==> src/arpct_pkg.sv <==
// Shared types and constants of the ARP cache table.
package arpct_pkg;

    localparam int IP_W      = 32;
    localparam int MAC_W     = 48;
    localparam int TIME_W    = 32;
    localparam int FLAG_W    = 3;
    localparam int CFG_IDX_W = 1;

    // Default table geometry
    localparam int DEF_BUCKETS = 16;
    localparam int DEF_WAYS    = 4;

    // Flag bit positions
    localparam int FLAG_INUSE    = 0;
    localparam int FLAG_COMPLETE = 1;
    localparam int FLAG_HELD     = 2;

    // Item opcodes
    localparam logic OP_RESOLVE = 1'b0;
    localparam logic OP_ARP_RX  = 1'b1;

    // Configuration register indexes
    localparam logic [CFG_IDX_W-1:0] CFG_MY_IP  = 1'b0;
    localparam logic [CFG_IDX_W-1:0] CFG_MY_MAC = 1'b1;

    localparam logic [7:0]       OCTET_ZERO  = 8'h00;
    localparam logic [7:0]       OCTET_BCAST = 8'hFF;
    localparam logic [MAC_W-1:0] MAC_BCAST   = 48'hFFFF_FFFF_FFFF;

    typedef struct packed {
        logic [FLAG_W-1:0] flags;
        logic [IP_W-1:0]   ip;
        logic [MAC_W-1:0]  mac;
        logic [TIME_W-1:0] stamp;
    } entry_t;

    typedef struct packed {
        logic              opcode;
        logic [IP_W-1:0]   ip_addr;
        logic [IP_W-1:0]   target_ip;
        logic [MAC_W-1:0]  sender_mac;
        logic              is_request;
        logic              header_ok;
        logic [TIME_W-1:0] now;
    } item_t;

    typedef struct packed {
        logic             resolved;
        logic [MAC_W-1:0] out_mac;
        logic             send_request;
        logic             send_held;
        logic             drop_held;
        logic             send_reply;
    } result_t;

endpackage

==> src/arpct_ctrl.sv <==
// Sequencer: bucket hash, way scan, decision and write-back, result register.
module arpct_ctrl #(
    parameter int BUCKETS = arpct_pkg::DEF_BUCKETS,
    parameter int WAYS    = arpct_pkg::DEF_WAYS,
    parameter int SLOTS   = BUCKETS * WAYS,
    parameter int ADDR_W  = (SLOTS > 1) ? $clog2(SLOTS) : 1
) (
    input  logic                          clk,
    input  logic                          rst_n,
    input  logic                          in_valid,
    output logic                          in_stall,
    input  arpct_pkg::item_t              in_item,
    output logic                          out_valid,
    input  logic                          out_stall,
    output arpct_pkg::result_t            out_res,
    input  logic [arpct_pkg::IP_W-1:0]    my_ip,
    input  logic [arpct_pkg::MAC_W-1:0]   my_mac,
    output logic                          rd_en,
    output logic [ADDR_W-1:0]             rd_addr,
    input  arpct_pkg::entry_t             rd_data,
    output logic                          wr_en,
    output logic [ADDR_W-1:0]             wr_addr,
    output arpct_pkg::entry_t             wr_data
);

    localparam int WAY_W   = (WAYS > 1) ? $clog2(WAYS) : 1;
    localparam int WCNT_W  = $clog2(WAYS + 1);
    localparam int RW      = $clog2(BUCKETS) + 1;
    localparam int LOG_B   = $clog2(BUCKETS);
    localparam int RECIP_W = arpct_pkg::IP_W + 1;
    localparam int PROD_W  = arpct_pkg::IP_W + RECIP_W;
    localparam bit BKT_POW2 = ((BUCKETS & (BUCKETS - 1)) == 0);
    localparam logic [arpct_pkg::IP_W-1:0] BKT_MASK = BUCKETS - 1;
    // floor(2^(32+LOG_B) / BUCKETS) + 1: exact quotient for any 32-bit address
    localparam logic [RECIP_W-1:0] RECIP =
        RECIP_W'((64'd1 << (arpct_pkg::IP_W + LOG_B)) / 64'(BUCKETS) + 64'd1);

    typedef enum logic [2:0] {
        ST_CLEAR,
        ST_IDLE,
        ST_HASH,
        ST_REM,
        ST_SCAN,
        ST_DECIDE
    } state_t;

    state_t                         state_reg, state_next;
    logic [ADDR_W-1:0]              clr_cnt_reg, clr_cnt_next;
    logic [WCNT_W-1:0]              issue_reg, issue_next;
    logic                           rvalid_reg, rvalid_next;
    logic                           out_valid_reg, out_valid_next;
    arpct_pkg::result_t             res_reg, res_next;

    arpct_pkg::item_t               item_reg, item_next;
    logic [PROD_W-1:0]              prod_reg, prod_next;
    logic [ADDR_W-1:0]              base_reg, base_next;
    logic [WAY_W-1:0]               rway_reg, rway_next;
    logic                           hit_reg, hit_next;
    logic [WAY_W-1:0]               hit_way_reg, hit_way_next;
    arpct_pkg::entry_t              hit_word_reg, hit_word_next;
    logic                           free_reg, free_next;
    logic [WAY_W-1:0]               pick_way_reg, pick_way_next;
    arpct_pkg::entry_t              pick_word_reg, pick_word_next;
    logic [arpct_pkg::TIME_W-1:0]   oldest_reg, oldest_next;

    logic                           accept;
    logic                           can_load;
    logic                           in_bypass;
    logic [RW-1:0]                  hash_q;
    logic [RW-1:0]                  hash_rem;
    logic [RW-1:0]                  bkt_direct;

    arpct_pkg::result_t             dec_res;
    logic                           dec_wr;
    logic [WAY_W-1:0]               dec_way;
    arpct_pkg::entry_t              dec_word;

    assign in_stall  = (state_reg != ST_IDLE);
    assign accept    = in_valid && !in_stall;
    assign can_load  = !out_valid_reg || !out_stall;
    assign out_valid = out_valid_reg;
    assign out_res   = res_reg;

    // Broadcast resolves and ignored packets skip the table
    always_comb
    begin
        if (in_item.opcode == arpct_pkg::OP_RESOLVE)
        begin
            in_bypass = (in_item.ip_addr[7:0] == arpct_pkg::OCTET_ZERO) ||
                        (in_item.ip_addr[7:0] == arpct_pkg::OCTET_BCAST);
        end
        else
        begin
            in_bypass = !in_item.header_ok || (in_item.sender_mac == my_mac);
        end
    end

    assign bkt_direct = RW'(in_item.ip_addr & BKT_MASK);

    // Remainder by BUCKETS: quotient from the registered reciprocal product,
    // then only the low bits of ip - q * BUCKETS are needed
    assign hash_q   = RW'(prod_reg >> (arpct_pkg::IP_W + LOG_B));
    assign hash_rem = RW'(item_reg.ip_addr) - RW'(hash_q * RW'(BUCKETS));

    // Outcome of one item once its bucket has been scanned
    always_comb
    begin : decide
        logic bcast;
        logic ign;
        logic to_me;
        logic evict_held;

        bcast = (item_reg.ip_addr[7:0] == arpct_pkg::OCTET_ZERO) ||
                (item_reg.ip_addr[7:0] == arpct_pkg::OCTET_BCAST);
        ign   = !item_reg.header_ok || (item_reg.sender_mac == my_mac);
        to_me = (item_reg.target_ip == my_ip);
        evict_held = !free_reg && pick_word_reg.flags[arpct_pkg::FLAG_HELD];

        dec_res  = '0;
        dec_wr   = 1'b0;
        dec_way  = hit_way_reg;
        dec_word = hit_word_reg;

        if (item_reg.opcode == arpct_pkg::OP_RESOLVE)
        begin
            if (bcast)
            begin
                dec_res.resolved = 1'b1;
                dec_res.out_mac  = arpct_pkg::MAC_BCAST;
            end
            else if (hit_reg)
            begin
                dec_wr         = 1'b1;
                dec_word.stamp = item_reg.now;
                if (hit_word_reg.flags[arpct_pkg::FLAG_COMPLETE])
                begin
                    dec_res.resolved = 1'b1;
                    dec_res.out_mac  = hit_word_reg.mac;
                end
                else
                begin
                    dec_res.drop_held    = hit_word_reg.flags[arpct_pkg::FLAG_HELD];
                    dec_word.flags[arpct_pkg::FLAG_HELD] = 1'b1;
                    dec_res.send_request = 1'b1;
                end
            end
            else
            begin
                // miss: new entry, waiting for an answer
                dec_wr         = 1'b1;
                dec_way        = pick_way_reg;
                dec_word       = pick_word_reg;
                dec_word.flags = '0;
                dec_word.flags[arpct_pkg::FLAG_INUSE] = 1'b1;
                dec_word.flags[arpct_pkg::FLAG_HELD]  = 1'b1;
                dec_word.ip    = item_reg.ip_addr;
                dec_word.stamp = '0;
                dec_res.drop_held    = evict_held;
                dec_res.send_request = 1'b1;
            end
        end
        else if (!ign)
        begin
            if (hit_reg)
            begin
                dec_wr       = 1'b1;
                dec_word.mac = item_reg.sender_mac;
                dec_word.flags[arpct_pkg::FLAG_COMPLETE] = 1'b1;
                if (hit_word_reg.flags[arpct_pkg::FLAG_HELD])
                begin
                    dec_word.flags[arpct_pkg::FLAG_HELD] = 1'b0;
                    dec_res.send_held = 1'b1;
                    dec_res.out_mac   = item_reg.sender_mac;
                end
            end
            else if (to_me)
            begin
                dec_wr         = 1'b1;
                dec_way        = pick_way_reg;
                dec_word       = pick_word_reg;
                dec_word.flags = '0;
                dec_word.flags[arpct_pkg::FLAG_INUSE]    = 1'b1;
                dec_word.flags[arpct_pkg::FLAG_COMPLETE] = 1'b1;
                dec_word.ip    = item_reg.ip_addr;
                dec_word.mac   = item_reg.sender_mac;
                dec_word.stamp = '0;
                dec_res.drop_held = evict_held;
            end
            if (to_me && item_reg.is_request)
            begin
                dec_res.send_reply = 1'b1;
            end
        end
    end

    always_comb
    begin
        state_next     = state_reg;
        clr_cnt_next   = clr_cnt_reg;
        issue_next     = issue_reg;
        rvalid_next    = 1'b0;
        out_valid_next = out_valid_reg;
        res_next       = res_reg;
        item_next      = item_reg;
        prod_next      = prod_reg;
        base_next      = base_reg;
        rway_next      = rway_reg;
        hit_next       = hit_reg;
        hit_way_next   = hit_way_reg;
        hit_word_next  = hit_word_reg;
        free_next      = free_reg;
        pick_way_next  = pick_way_reg;
        pick_word_next = pick_word_reg;
        oldest_next    = oldest_reg;

        rd_en   = 1'b0;
        rd_addr = base_reg + ADDR_W'(issue_reg);
        wr_en   = 1'b0;
        wr_addr = clr_cnt_reg;
        wr_data = '0;

        if (out_valid_reg && !out_stall)
        begin
            out_valid_next = 1'b0;
        end

        unique case (state_reg)
            ST_CLEAR:
            begin
                wr_en        = 1'b1;
                clr_cnt_next = clr_cnt_reg + 1'b1;
                if (clr_cnt_reg == ADDR_W'(SLOTS - 1))
                begin
                    state_next = ST_IDLE;
                end
            end

            ST_IDLE:
            begin
                if (accept)
                begin
                    item_next   = in_item;
                    hit_next    = 1'b0;
                    issue_next  = '0;
                    base_next   = ADDR_W'(32'(bkt_direct) * WAYS);
                    if (in_bypass)
                    begin
                        state_next = ST_DECIDE;
                    end
                    else if (BKT_POW2)
                    begin
                        state_next = ST_SCAN;
                    end
                    else
                    begin
                        state_next = ST_HASH;
                    end
                end
            end

            ST_HASH:
            begin
                prod_next  = PROD_W'(item_reg.ip_addr) * PROD_W'(RECIP);
                state_next = ST_REM;
            end

            ST_REM:
            begin
                base_next  = ADDR_W'(32'(hash_rem) * WAYS);
                state_next = ST_SCAN;
            end

            ST_SCAN:
            begin
                // one way read per cycle, data back in the next cycle
                if (issue_reg < WCNT_W'(WAYS))
                begin
                    rd_en       = 1'b1;
                    issue_next  = issue_reg + 1'b1;
                    rvalid_next = 1'b1;
                    rway_next   = WAY_W'(issue_reg);
                end
                if (rvalid_reg)
                begin
                    if (!hit_reg && rd_data.flags[arpct_pkg::FLAG_INUSE] &&
                        (rd_data.ip == item_reg.ip_addr))
                    begin
                        hit_next      = 1'b1;
                        hit_way_next  = rway_reg;
                        hit_word_next = rd_data;
                    end
                    if (rway_reg == '0)
                    begin
                        free_next      = !rd_data.flags[arpct_pkg::FLAG_INUSE];
                        pick_way_next  = rway_reg;
                        pick_word_next = rd_data;
                        oldest_next    = rd_data.stamp;
                    end
                    else if (!free_reg)
                    begin
                        if (!rd_data.flags[arpct_pkg::FLAG_INUSE])
                        begin
                            free_next      = 1'b1;
                            pick_way_next  = rway_reg;
                            pick_word_next = rd_data;
                        end
                        else if (rd_data.stamp < oldest_reg)
                        begin
                            pick_way_next  = rway_reg;
                            pick_word_next = rd_data;
                            oldest_next    = rd_data.stamp;
                        end
                    end
                    if (rway_reg == WAY_W'(WAYS - 1))
                    begin
                        state_next = ST_DECIDE;
                    end
                end
            end

            ST_DECIDE:
            begin
                if (can_load)
                begin
                    out_valid_next = 1'b1;
                    res_next       = dec_res;
                    wr_en          = dec_wr;
                    wr_addr        = base_reg + ADDR_W'(dec_way);
                    wr_data        = dec_word;
                    state_next     = ST_IDLE;
                end
            end

            default:
            begin
                state_next = ST_IDLE;
            end
        endcase
    end

    always_ff @(posedge clk or negedge rst_n)
    begin
        if (!rst_n)
        begin
            state_reg     <= ST_CLEAR;
            clr_cnt_reg   <= '0;
            issue_reg     <= '0;
            rvalid_reg    <= 1'b0;
            out_valid_reg <= 1'b0;
            res_reg       <= '0;
        end
        else
        begin
            state_reg     <= state_next;
            clr_cnt_reg   <= clr_cnt_next;
            issue_reg     <= issue_next;
            rvalid_reg    <= rvalid_next;
            out_valid_reg <= out_valid_next;
            res_reg       <= res_next;
        end
    end

    always_ff @(posedge clk)
    begin
        item_reg      <= item_next;
        prod_reg      <= prod_next;
        base_reg      <= base_next;
        rway_reg      <= rway_next;
        hit_reg       <= hit_next;
        hit_way_reg   <= hit_way_next;
        hit_word_reg  <= hit_word_next;
        free_reg      <= free_next;
        pick_way_reg  <= pick_way_next;
        pick_word_reg <= pick_word_next;
        oldest_reg    <= oldest_next;
    end

endmodule

==> config.mk <==
export PLATFORM = sky130hd
export DESIGN_NAME = arpct_ctrl
export DESIGN_NICKNAME = d
export VERILOG_FILES = /design/src/arpct_pkg.sv /design/src/arpct_ctrl.sv
export SDC_FILE = /design/constraint.sdc
export NUM_CORES = 1
export LEC_CHECK = 0
export BUFFER_PORTS_ARGS = -buffer_cell sky130_fd_sc_hd__buf_2
export CAP_MARGIN = 25
export CORE_MARGIN = 2
export CORE_UTILIZATION = 45
export CTS_CLUSTER_DIAMETER = 30
export DETAILED_ROUTE_END_ITERATION = 8
export PLACE_DENSITY_LB_ADDON = 0.08
export SYNTH_ARGS = -nofsm -noshare
export SYNTH_HDL_FRONTEND = slang
export SYNTH_SLANG_ARGS = --single-unit
==> constraint.sdc <==
create_clock -name clk -period 10.2 [get_ports clk]
set_input_delay 0.51 -clock clk [delete_from_list [all_inputs] [get_ports clk]]
set_output_delay 0.51 -clock clk [all_outputs]
set_load 0.005 [all_outputs]
## Word-level counts from Yosys, hierarchy flattened

Index checks and enable logic that the tools add are counted.
Widths: inputs -> output; s select.

- Flip-flop bits (word level): 426
- Bits of input ports: 346
- Output and inout bits: 184
- Word-level logic and storage cells: 189

- Add/subtract/negate cells: 5
- Magnitude comparators: 2
- Eq/ne operators: 23
- Muxes and demuxes: 90
- Reductions and logical operators: 38

Operators with widths:

| cell | number |
|---|---|
| $mux 115 | 10 |
| $mux 48 | 5 |
| $mux 32 | 6 |
| $mux 49 | 3 |
| $eq 48x48->1 | 2 |
| $mux 82 | 1 |
| $eq 32x32->1 | 2 |
| $mux 1 | 37 |
| $mux 33 | 1 |
| $lt 32x32->1 | 1 |
| $mux 3 | 8 |
| $mux 2 | 11 |
| $mux 6 | 3 |
| $pmux 3 s6 | 1 |
| $eq 8x8->1 const B | 2 |
| $logic_not 8->1 | 2 |
| $ne 2x2->1 const B | 7 |
| $pmux 6 s2 | 1 |
| $reduce_and 2->1 | 5 |
| $reduce_and 5->1 | 2 |
| $logic_not 1->1 | 8 |
| $reduce_and 4->1 | 2 |
| $reduce_bool 2->1 | 4 |
| $add 6x1->6 const B | 1 |
| other kinds (19) | 33 |

## Depth between registers and ports, before layout

- Word-level depth: 8
- Mapped depth: 10
- Mapped depth without buffers: 9

## Worst setup path before layout

OpenSTA, ideal clock, no wires.

- Kind: register -> register
- Start: reg state_reg[1]
- End: reg issue_reg[0]
- Library setup time: 0.130 ns
- Arrival: 8.022 ns
- Required time: 10.070 ns
- Path slack: 2.048 ns
- Stages on the path, launching flop included: 6
- Buffers on the path: 1
- Clock period less this slack: 8.152 ns
- Path through: dfrtp_1 > clkbuf_1 > or3b_2 > nor2_1 > nor2_1 > mux2_2

- Cells in the longest elaborated chain, start to end: 5
- Elaborated cells between the ends (all ways): 10
- Those cells by class: eq/ne (5); mux (1); reduce/logical (4)

Ends and longest elaborated chain:

| what | RTL line | RTL |
|---|---|---|
| start: declaration | arpct_ctrl.sv:47 | `state_t state_reg, state_next;` |
| start signal: assignment | arpct_ctrl.sv:354 | `state_reg <= state_next;` |
| $ne 3x1->1 | arpct_ctrl.sv:78 | `assign in_stall = (state_reg != ST_IDLE);` |
| named net in_stall | arpct_ctrl.sv:11 | `output logic in_stall,` |
| $logic_not 1->1 | arpct_ctrl.sv:79 | `assign accept = in_valid && !in_stall;` |
| $logic_and 1x1->1 | arpct_ctrl.sv:79 |  |
| $ne 2x2->1 (no source line) | n/a |  |
| $reduce_and 3->1 (no source line) | n/a |  |
| end signal: assignment | arpct_ctrl.sv:356 | `issue_reg <= issue_next;` |
| end: declaration | arpct_ctrl.sv:49 | `logic [WCNT_W-1:0] issue_reg, issue_next;` |

The timed path passes the listed nets, and every way through them passes these cells.
A chain may end at the register's enable or synchronous reset.

==> flow_summary.json <==
{
  "outcome": "finished, final reports clean",
  "die_w_um": 209,
  "timing.critical_path.from": "item_reg[81]",
  "place_congestion": 0.925,
  "grt_usage_pct": 28.3,
  "num-fill-cells": 3371,
  "synthTopCellsByArea": "edfxtp_1, dfrtp_1, xnor2_1",
  "grt-ovfl-total": 0,
  "vias": 14900,
  "initial_utilization_pct": 45.4,
  "drive_above_1_share_pct": 35.5,
  "dr.pass1.iters": 7,
  "clock_latency_ps": 630,
  "syn_inst": 1455,
  "routedWlPerCell_um": 23.3,
  "yosysSeqAreaShare_pct": 65.3,
  "p_leak_nw": 10.8,
  "core-area_sq_um": 41700,
  "synth_ff_type": "edfxtp_1",
  "fin_crit_sh_pct": 48.7,
  "multi_input_area_sq_um": 5920,
  "cts.clk_slew.worst_paths_ps": 50,
  "min_path_type": "in2reg",
  "fin_setup_tns_ps": 0,
  "synth_nets": 1836,
  "path_cells": "xor2_1, nor4_1, nand4_1, o31ai_4, a211o_2, buf_4, and2_4, a21oi_1, buf_2",
  "path_max_fanout": 51,
  "cts-root-buf": "clkbuf_16",
  "layoutNonFillerInstCount": 2686,
  "clockBufferDepth": 3,
  "drc": 0,
  "rsz0062_at_grt": "false",
  "nets": 2417,
  "async_flop_share_pct": 15.9,
  "final-setup-viol-count": 0,
  "drtIter0Drc": 1257,
  "grt_pass1_wl_mm": 91.8,
  "synth.avg_cell_area_sq_um": 13.0,
  "crit_buf_inv": 2,
  "ios": 530,
  "dieArea_sq_um": 43700,
  "power_mw": 7.13,
  "ir_worst_vdd_v": 0.000248,
  "critPathCaptureType": "output port",
  "grt_max_degree": 78,
  "timing.hold.ws_ps": 53.1,
  "yosysTopAreaCell": "edfxtp_1",
  "worst-setup-path-type": "reg2out",
  "skew_ps": 24.1,
  "port_buffers": 529,
  "max_freq_ghz": 0.201,
  "synthesis.area_sq_um": 18900,
  "timing.rr.end": "pick_word_reg[45]",
  "die_height_um": 209,
  "cp_slowest_cell": "nor4_1",
  "antenna_left": 0,
  "maxCapViolCount": 0,
  "ys.warnings.count": 0,
  "max_stage_delay_ps": 670,
  "grt_pass1_vias": 14900,
  "drt_wl_total_mm": 62.6,
  "post-place-cells": 2466,
  "synth_seq_cells": 422,
  "place_hpwl_mm": 43.7,
  "synth_edf_count": 355,
  "regArea_sq_um": 12300,
  "cts_tree": "built",
  "cts_max_level": 3,
  "antenna_found_initial": 32,
  "worstPathArrival_ps": 4450,
  "endpoint": "wr_data[63]",
  "path_delay_family": "simple AND/OR/NAND/NOR gates",
  "yosys.area.top_type_share_pct": 56.4,
  "relSlewSlack_pct": 29.8,
  "cts_made_buffers": 103,
  "period_needed_ps": 4960,
  "r2r-start": "state_reg[2]",
  "area_growth_pct": 36.9,
  "worstPathRequired_ps": 9690,
  "synth_cell_types": 49,
  "tightestPinTransition_ps": 1050,
  "worst-path-stages": 9,
  "pwr_density_cell_nw_per_um2": 276,
  "worstRegToRegCells": 8,
  "crit_path_start_kind": "register",
  "cts_sinks": 422,
  "synthTopCellsByCount": "edfxtp_1, a21oi_1, xnor2_1",
  "slew_viol_final": 0,
  "viasPerCell": 5.54,
  "yosys.cell_count.top_type": "edfxtp_1",
  "rows": 75,
  "r2r_slack_ps": 6950,
  "largest_reg_flops": 147,
  "hold_violations": 0
}
==> power by group <==
| part | leakage (nW) | internal [mW] | switching, mW | total, mW |
|---|---|---|---|---|
| clock | 1.77 | 2.37 | 1.03 | 3.39 |
| combinational | 5.02 | 0.517 | 0.845 | 1.36 |
| sequential | 4.06 | 2.19 | 0.185 | 2.38 |
==> layout make-up <==
cell class	instances	share of cell area, %
flip-flops and latches	422	47.7
repair buffers	556	11.2
clock inverters	68	3.34
inverters	89	1.29
clock buffers	126	10.8
diodes	22	0.213
multi-input cells	864	22.9
well taps	539	2.61
==> kinds of logic after synthesis <==
| family | after synthesis | synth area share [%] |
|---|---|---|
| muxes | 40 | 2.16 |
| buffers and inverters | 169 | 3.74 |
| DFF | 422 | 65.3 |
| and+or+nand+nor | 325 | 8.13 |
| xor gates and xnor gates | 164 | 7.60 |
| adders and majority gates | 35 | 2.32 |
| AOI/OAI and AO/OA | 300 | 10.8 |
==> worst min path at each step <==
stage	from	end	depth (start not counted)
after floorplan	rst_n	clr_cnt_reg[0]	0
after global placement	rst_n	out_res[15]	1
after detailed placement	rst_n	out_res[14]	1
after CTS	in_item[95]	item_reg[95]	1
after global routing	in_item[15]	item_reg[15]	1
final	in_item[5]	item_reg[5]	1
==> through the flow <==
stage               setup WS, ps  cell area (sq um)  utilization (%)
global route                5040              25900             62.1
floorplan                   2050              18900                -
CTS                         5290              25700             61.8
global placement            5940              22100             53.0
finish                      5240              25900             62.1
detailed placement          5830              22100             53.0
==> cells in the final DEF, fill, tap and decap left out, types with 6 or more instances in the layout <==
master	n
clkinvlp_4	11
diode_2	22
xor2_1	65
clkbuf_1	14
buf_2	528
mux2_2	6
nor4_1	26
a21oi_1	129
o21ai_0	24
nand2_1	78
o221ai_1	80
nand3_1	58
buf_4	24
a221oi_1	39
edfxtp_1	355
inv_6	8
nor2_1	92
xnor2_1	99
ha_1	35
nor3_1	6
mux2i_1	34
nand4_1	41
dfrtp_1	67
clkbuf_16	106
clkbuf_8	6
clkinv_4	9
inv_1	89
bufinv_16	17
clkinv_2	19
==> layer usage <==
layer	GRT usage [%]	share of wire, %	vias to the layer above
met2	44.0	47	742
met3	9.12	9.2	155
met1	36.0	39	7229
li1	-	-	6729
met4	13.9	4.1	26
met5	0	0.28	-
==> timing repair <==
item	4_1_cts	5_1_grt
buffers inserted	0	0
endpoints found under the hold margin	3	0
hold buffers	1	0
resized for setup	0	0
(Power assumes the default switching activity.)
